--- src/rtl/lrs_pkg.sv ---
// Shared constants, types and register codes for the line rasterizer stepper.
`timescale 1ns / 1ps

package lrs_pkg;

    localparam int COORD_BITS    = 14;
    localparam int DELTA_BITS    = COORD_BITS + 1;
    localparam int ERR_BITS      = COORD_BITS + 3;
    localparam int DIM_BITS      = 14;
    localparam int COLOR_BITS    = 8;
    localparam int CMP_BITS      = (COORD_BITS > DIM_BITS) ? COORD_BITS : DIM_BITS;
    localparam int CFG_IDX_BITS  = 3;
    localparam int CFG_DATA_BITS = (DIM_BITS > COLOR_BITS) ? DIM_BITS : COLOR_BITS;
    localparam int IN_DATA_BITS  = ((4 * COORD_BITS + 7) / 8) * 8;
    localparam int OUT_USED_BITS = 2 * COORD_BITS + 3 * COLOR_BITS;
    localparam int OUT_DATA_BITS = ((OUT_USED_BITS + 7) / 8) * 8;

    localparam logic [CFG_IDX_BITS-1:0] REG_IMAGE_WIDTH  = CFG_IDX_BITS'(0);
    localparam logic [CFG_IDX_BITS-1:0] REG_IMAGE_HEIGHT = CFG_IDX_BITS'(1);
    localparam logic [CFG_IDX_BITS-1:0] REG_COLOR_RED    = CFG_IDX_BITS'(2);
    localparam logic [CFG_IDX_BITS-1:0] REG_COLOR_GREEN  = CFG_IDX_BITS'(3);
    localparam logic [CFG_IDX_BITS-1:0] REG_COLOR_BLUE   = CFG_IDX_BITS'(4);

    localparam logic [DIM_BITS-1:0] WIDTH_RESET  = DIM_BITS'(640);
    localparam logic [DIM_BITS-1:0] HEIGHT_RESET = DIM_BITS'(480);

    localparam logic ACT_START = 1'b0;
    localparam logic ACT_STEP  = 1'b1;

    typedef logic signed [COORD_BITS-1:0] t_coord;
    typedef logic [DELTA_BITS-1:0]        t_delta;
    typedef logic signed [ERR_BITS-1:0]   t_err;

    // Registered input request with the endpoint deltas already resolved.
    typedef struct packed {
        logic   action;
        t_coord x0;
        t_coord y0;
        t_coord x1;
        t_coord y1;
        t_delta abs_dx;
        t_delta abs_dy;
        logic   x_neg;
        logic   y_neg;
    } t_item;

    typedef struct packed {
        logic                  y_neg;
        logic                  x_neg;
        logic                  y_major;
    } t_flags;

    typedef struct packed {
        logic [DIM_BITS-1:0]   width;
        logic [DIM_BITS-1:0]   height;
        logic [COLOR_BITS-1:0] red;
        logic [COLOR_BITS-1:0] green;
        logic [COLOR_BITS-1:0] blue;
    } t_cfg;

endpackage

--- src/rtl/line_rasterizer_stepper.sv ---
// Top level of the line rasterizer stepper.
`timescale 1ns / 1ps

// Line rasterizer stepper: a start request (tuser low) loads both endpoints and
// returns the first endpoint as a pixel; each step request (tuser high) returns
// the next pixel of the line along the major axis, using the usual integer
// error term. The pixel equal to the second endpoint comes out with tlast set,
// after which step requests are consumed without producing a result until the
// next start. A start always restarts, even in the middle of a line. Equal
// endpoints give one pixel with tlast set. Each result carries an in-bounds flag
// on tuser (0 <= x < image width and 0 <= y < image height) and the current
// color registers, so a frame buffer writer can drop off-screen pixels.
// Throughput is one request per clock while the results are taken: the endpoint
// deltas are formed on the way into the input register, and the add, compare
// and increment of the line state run combinationally between the input
// register and the output register, written back in time for the very next
// request. A request is held in the input register and its result in the
// output register until taken. A result waits in the output
// register while the input register keeps accepting, so input stalls only when
// both registers are full. Configuration writes are always accepted and take
// effect at the next request that reaches the stepping logic; write them only
// while no request is in flight.
module line_rasterizer_stepper
    import lrs_pkg::*;
(
    input  logic                     i_clk,
    input  logic                     i_rst_n,
    // Requests
    input  logic                     s_tvalid,
    output logic                     s_tready,
    input  logic [IN_DATA_BITS-1:0]  s_tdata,  // start_x, start_y, end_x, end_y
    input  logic                     s_tuser,  // action
    // Results
    output logic                     m_tvalid,
    input  logic                     m_tready,
    output logic [OUT_DATA_BITS-1:0] m_tdata,  // pixel_x, pixel_y, red, green, blue, zero pad
    output logic                     m_tuser,  // in_bounds
    output logic                     m_tlast,  // last_pixel
    // Configuration writes
    input  logic                     i_cfg_valid,
    output logic                     o_cfg_ready,
    input  logic [CFG_IDX_BITS-1:0]  i_cfg_index,
    input  logic [CFG_DATA_BITS-1:0] i_cfg_data
);

    t_cfg  cfg;
    t_item item;
    logic  item_valid;
    logic  take;

    lrs_cfg_regs u_cfg (
        .i_clk       (i_clk),
        .i_rst_n     (i_rst_n),
        .i_cfg_valid (i_cfg_valid),
        .o_cfg_ready (o_cfg_ready),
        .i_cfg_index (i_cfg_index),
        .i_cfg_data  (i_cfg_data),
        .o_cfg       (cfg)
    );

    // The input register; the stepping logic frees it in the cycle it fires.
    lrs_front u_front (
        .i_clk    (i_clk),
        .i_rst_n  (i_rst_n),
        .s_tvalid (s_tvalid),
        .s_tready (s_tready),
        .s_tdata  (s_tdata),
        .s_tuser  (s_tuser),
        .i_take   (take),
        .o_valid  (item_valid),
        .o_item   (item)
    );

    // Line state, the per-pixel step and the result register.
    lrs_core u_core (
        .i_clk    (i_clk),
        .i_rst_n  (i_rst_n),
        .i_valid  (item_valid),
        .i_item   (item),
        .i_cfg    (cfg),
        .o_take   (take),
        .m_tvalid (m_tvalid),
        .m_tready (m_tready),
        .m_tdata  (m_tdata),
        .m_tuser  (m_tuser),
        .m_tlast  (m_tlast)
    );

endmodule

--- src/rtl/lrs_cfg_regs.sv ---
// Configuration register file: image size and line color.
`timescale 1ns / 1ps

module lrs_cfg_regs
    import lrs_pkg::*;
(
    input  logic                     i_clk,
    input  logic                     i_rst_n,
    input  logic                     i_cfg_valid,
    output logic                     o_cfg_ready,
    input  logic [CFG_IDX_BITS-1:0]  i_cfg_index,
    input  logic [CFG_DATA_BITS-1:0] i_cfg_data,
    output t_cfg                     o_cfg
);

    t_cfg r_cfg;

    assign o_cfg_ready = 1'b1;
    assign o_cfg       = r_cfg;

    always_ff @(posedge i_clk) begin
        if (!i_rst_n) begin
            r_cfg.width  <= WIDTH_RESET;
            r_cfg.height <= HEIGHT_RESET;
            r_cfg.red    <= '0;
            r_cfg.green  <= '0;
            r_cfg.blue   <= '0;
        end else if (i_cfg_valid) begin
            unique case (i_cfg_index)
                REG_IMAGE_WIDTH:  r_cfg.width  <= i_cfg_data[DIM_BITS-1:0];
                REG_IMAGE_HEIGHT: r_cfg.height <= i_cfg_data[DIM_BITS-1:0];
                REG_COLOR_RED:    r_cfg.red    <= i_cfg_data[COLOR_BITS-1:0];
                REG_COLOR_GREEN:  r_cfg.green  <= i_cfg_data[COLOR_BITS-1:0];
                REG_COLOR_BLUE:   r_cfg.blue   <= i_cfg_data[COLOR_BITS-1:0];
                default: ;
            endcase
        end
    end

endmodule

--- src/rtl/lrs_front.sv ---
// Input register: captures a request and resolves the absolute endpoint deltas.
`timescale 1ns / 1ps

module lrs_front
    import lrs_pkg::*;
(
    input  logic                    i_clk,
    input  logic                    i_rst_n,
    input  logic                    s_tvalid,
    output logic                    s_tready,
    input  logic [IN_DATA_BITS-1:0] s_tdata,
    input  logic                    s_tuser,
    input  logic                    i_take,
    output logic                    o_valid,
    output t_item                   o_item
);

    logic   r_valid;
    t_item  r_item;
    t_item  n_item;
    t_delta dx;
    t_delta dy;

    assign s_tready = !r_valid || i_take;
    assign o_valid  = r_valid;
    assign o_item   = r_item;

    always_comb begin
        n_item.action = s_tuser;
        n_item.x0     = s_tdata[COORD_BITS-1:0];
        n_item.y0     = s_tdata[2*COORD_BITS-1:COORD_BITS];
        n_item.x1     = s_tdata[3*COORD_BITS-1:2*COORD_BITS];
        n_item.y1     = s_tdata[4*COORD_BITS-1:3*COORD_BITS];
        dx = {n_item.x1[COORD_BITS-1], n_item.x1} - {n_item.x0[COORD_BITS-1], n_item.x0};
        dy = {n_item.y1[COORD_BITS-1], n_item.y1} - {n_item.y0[COORD_BITS-1], n_item.y0};
        n_item.x_neg  = dx[DELTA_BITS-1];
        n_item.y_neg  = dy[DELTA_BITS-1];
        n_item.abs_dx = n_item.x_neg ? (~dx + t_delta'(1)) : dx;
        n_item.abs_dy = n_item.y_neg ? (~dy + t_delta'(1)) : dy;
    end

    always_ff @(posedge i_clk) begin
        if (!i_rst_n) begin
            r_valid <= 1'b0;
        end else if (s_tready) begin
            r_valid <= s_tvalid;
        end
    end

    always_ff @(posedge i_clk) begin
        if (s_tvalid && s_tready) begin
            r_item <= n_item;
        end
    end

endmodule

--- src/rtl/lrs_core.sv ---
// Line state and combinational stepping logic feeding the result register.
`timescale 1ns / 1ps

module lrs_core
    import lrs_pkg::*;
(
    input  logic                     i_clk,
    input  logic                     i_rst_n,
    input  logic                     i_valid,
    input  t_item                    i_item,
    input  t_cfg                     i_cfg,
    output logic                     o_take,
    output logic                     m_tvalid,
    input  logic                     m_tready,
    output logic [OUT_DATA_BITS-1:0] m_tdata,
    output logic                     m_tuser,
    output logic                     m_tlast
);

    // Line state
    t_coord r_cur_x;
    t_coord r_cur_y;
    t_coord r_tgt_x;
    t_coord r_tgt_y;
    t_delta r_dminor;
    t_err   r_ddiff;
    t_err   r_err;
    t_flags r_flags;
    logic   r_active;

    // Result register
    logic                     r_out_valid;
    logic [OUT_DATA_BITS-1:0] r_out_data;
    logic                     r_out_inb;
    logic                     r_out_last;

    logic                     fire;
    logic                     is_start;
    logic                     emit;
    logic signed [DELTA_BITS:0] major_cmp;
    logic                     start_ymaj;
    t_delta                   start_dminor;
    t_err                     start_ddiff;
    t_err                     err_add;
    t_err                     err_sub;
    logic                     minor_moves;
    t_err                     step_err;
    t_coord                   sx;
    t_coord                   sy;
    logic                     move_x;
    logic                     move_y;
    t_coord                   step_x;
    t_coord                   step_y;
    t_coord                   px;
    t_coord                   py;
    t_coord                   tx;
    t_coord                   ty;
    logic                     last;
    logic                     inb;

    assign fire     = i_valid && (!r_out_valid || m_tready);
    assign o_take   = fire;
    assign is_start = (i_item.action == ACT_START);
    assign emit     = is_start || r_active;

    always_comb begin
        // Start: y is major only when its delta is strictly larger.
        major_cmp    = $signed({1'b0, i_item.abs_dx}) - $signed({1'b0, i_item.abs_dy});
        start_ymaj   = major_cmp[DELTA_BITS];
        start_dminor = start_ymaj ? i_item.abs_dx : i_item.abs_dy;
        // delta_minor - delta_major, never positive
        start_ddiff  = start_ymaj ? ERR_BITS'(major_cmp) : ERR_BITS'(-major_cmp);

        // Step: both candidate error values are formed in parallel.
        err_add     = r_err + t_err'({1'b0, r_dminor});
        err_sub     = r_err + r_ddiff;
        minor_moves = !err_add[ERR_BITS-1] && (err_add != '0);
        step_err    = minor_moves ? err_sub : err_add;

        sx     = r_flags.x_neg ? t_coord'(-1) : t_coord'(1);
        sy     = r_flags.y_neg ? t_coord'(-1) : t_coord'(1);
        move_x = r_flags.y_major ? minor_moves : 1'b1;
        move_y = r_flags.y_major ? 1'b1 : minor_moves;
        step_x = move_x ? (r_cur_x + sx) : r_cur_x;
        step_y = move_y ? (r_cur_y + sy) : r_cur_y;

        if (is_start) begin
            px = i_item.x0;
            py = i_item.y0;
            tx = i_item.x1;
            ty = i_item.y1;
        end else begin
            px = step_x;
            py = step_y;
            tx = r_tgt_x;
            ty = r_tgt_y;
        end

        last = (px == tx) && (py == ty);
        inb  = !px[COORD_BITS-1] && !py[COORD_BITS-1]
            && (CMP_BITS'($unsigned(px)) < CMP_BITS'(i_cfg.width))
            && (CMP_BITS'($unsigned(py)) < CMP_BITS'(i_cfg.height));
    end

    always_ff @(posedge i_clk) begin
        if (!i_rst_n) begin
            r_active <= 1'b0;
        end else if (fire && emit) begin
            r_active <= !last;
        end
    end

    always_ff @(posedge i_clk) begin
        if (fire) begin
            if (is_start) begin
                r_cur_x         <= i_item.x0;
                r_cur_y         <= i_item.y0;
                r_tgt_x         <= i_item.x1;
                r_tgt_y         <= i_item.y1;
                r_dminor        <= start_dminor;
                r_ddiff         <= start_ddiff;
                r_err           <= '0;
                r_flags.y_major <= start_ymaj;
                r_flags.x_neg   <= i_item.x_neg;
                r_flags.y_neg   <= i_item.y_neg;
            end else if (r_active) begin
                r_cur_x <= step_x;
                r_cur_y <= step_y;
                r_err   <= step_err;
            end
        end
    end

    always_ff @(posedge i_clk) begin
        if (!i_rst_n) begin
            r_out_valid <= 1'b0;
        end else if (fire) begin
            r_out_valid <= emit;
        end else if (m_tready) begin
            r_out_valid <= 1'b0;
        end
    end

    always_ff @(posedge i_clk) begin
        if (fire && emit) begin
            r_out_data <= {(OUT_DATA_BITS - OUT_USED_BITS)'(0),
                           i_cfg.blue, i_cfg.green, i_cfg.red, py, px};
            r_out_inb  <= inb;
            r_out_last <= last;
        end
    end

    assign m_tvalid = r_out_valid;
    assign m_tdata  = r_out_data;
    assign m_tuser  = r_out_inb;
    assign m_tlast  = r_out_last;

endmodule

--- config.mk ---
export PLATFORM = sky130hd
export DESIGN_NAME = line_rasterizer_stepper
export DESIGN_NICKNAME = d
export VERILOG_FILES = /design/src/rtl/lrs_pkg.sv /design/src/rtl/line_rasterizer_stepper.sv /design/src/rtl/lrs_cfg_regs.sv /design/src/rtl/lrs_front.sv /design/src/rtl/lrs_core.sv
export SDC_FILE = /design/constraint.sdc
export NUM_CORES = 1
export LEC_CHECK = 0
export BUFFER_PORTS_ARGS = -buffer_cell sky130_fd_sc_hd__buf_2
export CORE_ASPECT_RATIO = 0.6
export CORE_UTILIZATION = 45
export CTS_CLUSTER_DIAMETER = 80
export DETAILED_ROUTE_END_ITERATION = 8
export MAX_ROUTING_LAYER = met4
export SLEW_MARGIN = 20
export SYNTH_ARGS = -nofsm -noshare
export SYNTH_HDL_FRONTEND = slang
export SYNTH_SLANG_ARGS = --single-unit
--- constraint.sdc ---
create_clock -name i_clk -period 7.65 [get_ports i_clk]
set_clock_uncertainty 0.1 [all_clocks]
set_input_delay 0.3825 -clock i_clk [delete_from_list [all_inputs] [get_ports i_clk]]
set_output_delay 0.3825 -clock i_clk [all_outputs]
set_load 0.05 [all_outputs]
== After elaboration in Yosys (flattened, before gate mapping) ==
Index checks and enable logic that the tools add are counted.

* Output and inout port bits: 61
* Register bits after elaboration: 306
* Input port bits: 79
* Word-level logic and storage cells: 104

* Reduce and logical (&&, ||, !) cells: 27
* Eq/ne operators: 7
* $lt $le $gt $ge: 2
* Bitwise gates (word level): 3
* Mux-type cells: 22
* Add/subtract/negate cells: 10

{| class="wikitable"
|+ Operators by type and width
! operator !! number
|-
| 14-bit two-way mux || 14
|-
| 17-bit two-way mux || 2
|-
| 15-bit by 1-bit adder with 15-bit output (second input constant) || 2
|-
| 15-bit two-way mux || 2
|-
| 15-bit inverter || 2
|-
| 14-bit by 14-bit subtractor with 15-bit output || 2
|-
| 14-bit adder || 2
|-
| 14-bit equality test || 2
|-
| 14-bit less-than comparator || 2
|-
| 17-bit by 16-bit adder with 17-bit output || 1
|-
| 17-bit adder || 1
|-
| 16-bit negator with 17-bit output || 1
|-
| 17-bit nonzero test || 1
|-
| 15-bit by 15-bit subtractor with 16-bit output || 1
|-
| 2-bit AND reduction || 7
|-
| 1-bit logical AND || 8
|-
| 3-bit by 2-bit equality test with 1-bit output (second input constant) || 2
|-
| 1-bit logical NOT || 6
|-
| 1-bit two-way mux || 4
|-
| 3-bit by 1-bit equality test with 1-bit output (second input constant) || 1
|-
| 3-bit equality test (second input constant) || 1
|-
| 3-bit logical NOT || 1
|-
| 1-bit logical OR || 3
|-
| 2-bit by 1-bit inequality test with 1-bit output (second input constant) || 1
|-
| other kinds (2) || 2
|}

== Depth between registers and ports, before layout ==
* Depth in word-level cells: 10
* Gate-level depth with buffers: 22
* Gate-level depth less buffers: 21

== Modules after synthesis ==
From an unflattened synthesis, not the netlist that was laid out.

* Cells, all modules: 1759
* Area, all modules: 17827.1 um^2

{| class="wikitable"
|+ Modules (own cells, without submodules)
! module !! cells each !! area each (um^2) !! times used !! sequential area each (um^2)
|-
| lrs_core || 1153 || 10963.0 || 1 || 4063.9
|-
| lrs_front || 409 || 4848.4 || 1 || 2692.6
|-
| lrs_cfg_regs || 197 || 2015.7 || 1 || 1041.0
|}

== Least setup slack after synthesis ==
No wires, ideal clock.

* Path kind: register to register
* Start point: register u_core.r_err[0]
* End point: register u_core.r_out_inb, in the netlist u_core.m_tuser, data pin
* Path buffers: 0
* Arrival time: 4.959 ns
* Setup time: 0.271 ns
* Data required time: 7.279 ns
* Cell stages (with the launch flop): 19
* Clock period less this slack: 5.330 ns
* Slack: 2.320 ns
* Cells stage by stage: edfxtp_1 ha_1 fa_1 a21o_2 a22o_2 or3_1 a31oi_2 xnor2_1 or4_4 o31ai_2 clkinv_1 o21ai_0 a21oi_1 ha_1 nand4_1 or2_2 or3_1 a21oi_1 nor4_1

* Elaborated cells between the ends (all ways): 17
* Classes of those cells: add/sub: 1; order compare: 2; mux: 6; reduce/logical: 8

{| class="wikitable"
|+ RTL lines
! item !! RTL line !! RTL
|-
| start, declared || lrs_core.sv:27 || <nowiki>t_err r_err;</nowiki>
|-
| start signal, assigned || lrs_core.sv:129 || <nowiki>r_err <= step_err;</nowiki>
|-
| 17-bit by 16-bit adder with 17-bit output * || lrs_core.sv:75 || <nowiki>err_add = r_err + t_err'({1'b0, r_dminor});</nowiki>
|-
| 17-bit nonzero test or 1-bit logical NOT (tied branches) || lrs_core.sv:77 || <nowiki>minor_moves = !err_add[ERR_BITS-1] && (err_add != '0);</nowiki>
|-
| 1-bit logical AND * || lrs_core.sv:77 ||
|-
| 1-bit two-way mux * || lrs_core.sv:83 || <nowiki>move_y = r_flags.y_major ? 1'b1 : minor_moves;</nowiki>
|-
| 14-bit two-way mux * || lrs_core.sv:85 || <nowiki>step_y = move_y ? (r_cur_y + sy) : r_cur_y;</nowiki>
|-
| 14-bit two-way mux * || lrs_core.sv:87 || <nowiki>if (is_start) begin</nowiki>
|-
| named net u_core.py[12] || lrs_core.sv:55 || <nowiki>t_coord py;</nowiki>
|-
| 14-bit less-than comparator * || lrs_core.sv:102 || <nowiki>&& (CMP_BITS'($unsigned(py)) < CMP_BITS'(i_cfg.height));</nowiki>
|-
| 1-bit logical AND * || lrs_core.sv:102 ||
|-
| named net u_core.inb || lrs_core.sv:59 || <nowiki>logic inb;</nowiki>
|-
| end signal, assigned || lrs_core.sv:148 || <nowiki>r_out_inb <= inb;</nowiki>
|-
| end, declared || lrs_core.sv:34 || <nowiki>logic r_out_inb;</nowiki>
|}

The timed path passes the listed nets; every way through them passes the cells marked *.
A chain may end at the register's enable or synchronous reset.

== Worst setup path in the final report ==
Ends and elaborated chain as after synthesis.

==> results.cfg <==
[outcome]
status = finished, final reports clean

[sta]
fin_crit_sh = 0.805
finalMaxSlewViolations = 0
setup_violations = 0
rsz0062_at_grt = no
setup_tns_ns = 0
tightest_slew_ns = 1.00
period_minus_slack_ns = 6.16
relSlewSlack = 0.332
max_freq_mhz = 162
finalHoldViolCount = 0

[yosys]
synth_area_mm2 = 0.0171
syn_avg_cell_area_um2 = 10.1
ys_seq_area_frac = 0.456
ys_ff_latch = 278
synth-edff-count = 223
synth-main-ff-cell = edfxtp_1
async_reset_ff_frac = 0
yosys.cell_types.count = 87
syn_inst = 1688
yosys_warnings = 0

[layout]
fill_cells = 3324
area_growth_pct = 15.7
nNetsFinal = 2089
multi_input_area_mm2 = 0.00852
drive_gt1_frac = 0.141
seq_area_mm2 = 0.00780
final_cells = 2403

[critical_path]
cp.required_ns = 7.85
cp_max_fo = 17
cp-end-kind = flip-flop
critPathMaxStageDelay_ns = 0.81
crit_chain = ha_1 -> fa_1 -> a21o_2 -> a22o_2 -> o311a_2 -> nor3_1 -> o2111ai_1 -> or2b_2 -> o32ai_4 -> buf_4 -> mux2i_1 -> a21oi_1 -> ha_1 -> nand4_1 -> or2_2 -> or3_1 -> a21oi_1 -> nor4_1
cp.arrival_ns = 6.35
critPathKind = reg -> reg
cpLargestDelayFamily = compound AO/OA/AOI/OAI gates
startpoint_type = flip-flop
crit_buf_inv = 1
worst_path_max_delay_cell = o32ai_4

[cts]
cts_tree = yes
cts_buffers = 28
clock-sinks = 278
htreeDepth = 1
clockBufferDepth = 3
cts-root-buf = clkbuf_16
clk_pin_slew_ns = 0.07
cts_resized = 0
clk_latency_ns = 0.57

[routing]
drc = 0
drt-vias-per-instance = 5.54
first_pass_iters = 5
drtIter0Drc = 1238
drtAntennaViolNets = 0
wirelength_mm = 47.6
vias = 13300
wl_per_cell_um = 19.8

[hold_path]
hold_path.class = in -> reg

[placement]
gp_congestion = 0.941
place_hpwl_mm = 36.4
port_buffers = 134
dp.cells = 2287

[global_routing]
grt_usage = 0.252
grt-ovfl-total = 0
grt_pass1_vias = 12300
grt_max_degree = 77
grt_antenna_before_repair = 1
grt_first_pass_wirelength_mm = 72.4

[power_and_ir_drop]
p_seq_frac = 0.414
p_leak_uw = 0.00784
ir_drop_uv = 173
pwr-share-comb = 0.274
swShare = 0.324
internal_power_uw = 3040
p_sw_uw = 1460
p_clk_frac = 0.312
fin_total_pwr_uw = 4500
power_density_mw_per_mm2 = 227

[floorplan]
die_x_um = 254
io_pins = 140
dieArea_mm2 = 0.0388
start_util = 0.464
die_h_um = 153
core_mm2 = 0.0369
rows = 54

[run]
drv_cap = 0
[power by group through the flow]
stage / logic [uW] / registers [uW] / clock network (uW)
floorplan: 844 / 1900 / 0
global placement: 1160 / 1890 / 0
detailed placement: 1180 / 1890 / 0
CTS: 1210 / 1860 / 1420
global route: 1350 / 1870 / 1490
finish: 1230 / 1860 / 1400
[path summary, 6_finish.rpt]
path                             end  cells past startpoint       startpoint  slack [ns]
setup / recovery      u_core.m_tuser                     18  u_core.r_err[0]        1.49
hold / removal       u_cfg.o_cfg[47]                      3    i_cfg_data[9]        0.04
setup reg to reg      u_core.m_tuser                     18  u_core.r_err[0]        1.49
hold reg to reg   u_core.m_tdata[50]                      0   u_cfg.o_cfg[6]        0.33
[cell usage after synthesis (6+ instances only)]
cell      count  area, um2
a211oi_1     10       75.1
a21boi_0     57        428
a21o_1       36        270
a21oi_1      92        460
a31oi_1      10       62.6
and3_1       13       81.3
buf_4         7       52.6
clkbuf_1     34        128
clkbuf_8      6       82.6
dfxtp_1      55       1100
edfxtp_1    223       6700
fa_1          7        140
ha_1        127       1590
inv_1       140        526
mux2_2       33        372
mux2i_1      28        280
nand2_1     191        717
nand2b_1      7       43.8
nand3_1      35        175
nand4_1      13       81.3
nor2_1       99        372
nor2b_1      17        106
nor3_1       50        250
nor4_1        9       56.3
o211a_1       6       60.1
o211ai_1     10       75.1
o21ai_0      88        440
o21bai_1     10       75.1
o31ai_1       8       60.1
or2_2        10       62.6
or3_1        27        169
or4_1         6       45.0
xnor2_1      84        736
xor2_1       36        315
[flip-flops by register name (all words and copies together), names as in the netlist, 13 cells and up]
name and count:
u_core.r_cur_x 13, u_core.r_cur_y 13, u_core.r_tgt_x 14, u_core.r_err 17, u_front.o_item 89, u_cfg.o_cfg 52, u_core.m_tdata 26, u_core.r_dminor 15
u_core.r_tgt_y 14, u_core.r_ddiff 17
[metrics by stage]
stage | hold slack [ns] | setup WS (ns) | area, um2 | util
floorplan | 0.300 | 2.32 | 17100 | -
global placement | 0.312 | 1.70 | 18200 | 0.494
detailed placement | 0.314 | 1.59 | 18200 | 0.494
CTS | 0.00833 | 1.57 | 19800 | 0.537
global route | 0.0295 | 1.11 | 19800 | 0.537
finish | 0.0366 | 1.49 | 19800 | 0.537
[placed cells by master (no fill, tap or decap), drive strengths merged, types with 6 or more instances in the layout]
cell and instances:
and2 7, inv 141, o21bai 10, a21boi 57, mux2 35, o211ai 10, nor2 99, nor4 10
or3 27, clkinv 13, nor3 50, nand2b 7, edfxtp 223, o31ai 9, dlygate4sd3 63, mux2i 28
ha 127, nor2b 17, a21o 38, or2 10, xor2 36, or4 7, buf 146, dfxtp 55
nand4 13, clkbuf 33, a31oi 11, and3 14, o21ai 91, fa 7, a211oi 10, o211a 6
a21oi 92, xnor2 84, nand2 191, nand3 35
[layout make-up]
| cell class | instances | share of cell area |
|---|---|---|
| well taps | 504 | 0.0318 |
| inverters | 141 | 0.0267 |
| clock buffers | 33 | 0.0395 |
| repair buffers | 209 | 0.0703 |
| diodes | 1 | 0.000126 |
| flip-flops and latches | 278 | 0.394 |
| multi-input cells | 1218 | 0.430 |
| clock inverters | 19 | 0.00765 |
[metal layers]
layer / GRT usage / wire, um
met5: - / 0
met4: 0.0430 / 709
met3: 0.0409 / 3590
met2: 0.332 / 18500
met1: 0.399 / 24800
[timing repair]
action | 4_1_cts | 5_1_grt
buffers inserted | 0 | 0
endpoints found under the hold margin | 67 | 0
hold buffers | 63 | 0
[tightest hold or removal path, delay by kind of cell]
family,cells,cell delay [ns]
AO/OA/AOI/OAI,1,0.08
buffers and inverters,1,0.14
AND/OR/NAND/NOR,1,0.07
[logic make-up (layout without fill, tap and decap cells)]
| family | Yosys count | in the layout | share of synthesized area |
|---|---|---|---|
| AO/OA/AOI/OAI | 391 | 391 | 0.153 |
| XOR/XNOR | 120 | 120 | 0.0614 |
| adder cells (fa/ha/maj) | 134 | 134 | 0.101 |
| buffers and inverters | 195 | 402 | 0.0496 |
| flip-flops | 278 | 278 | 0.456 |
| multiplexers | 63 | 63 | 0.0394 |
| other | 2 | 6 | 0.000439 |
| AND/OR/NAND/NOR | 505 | 505 | 0.140 |
(Power assumes the default switching activity.)
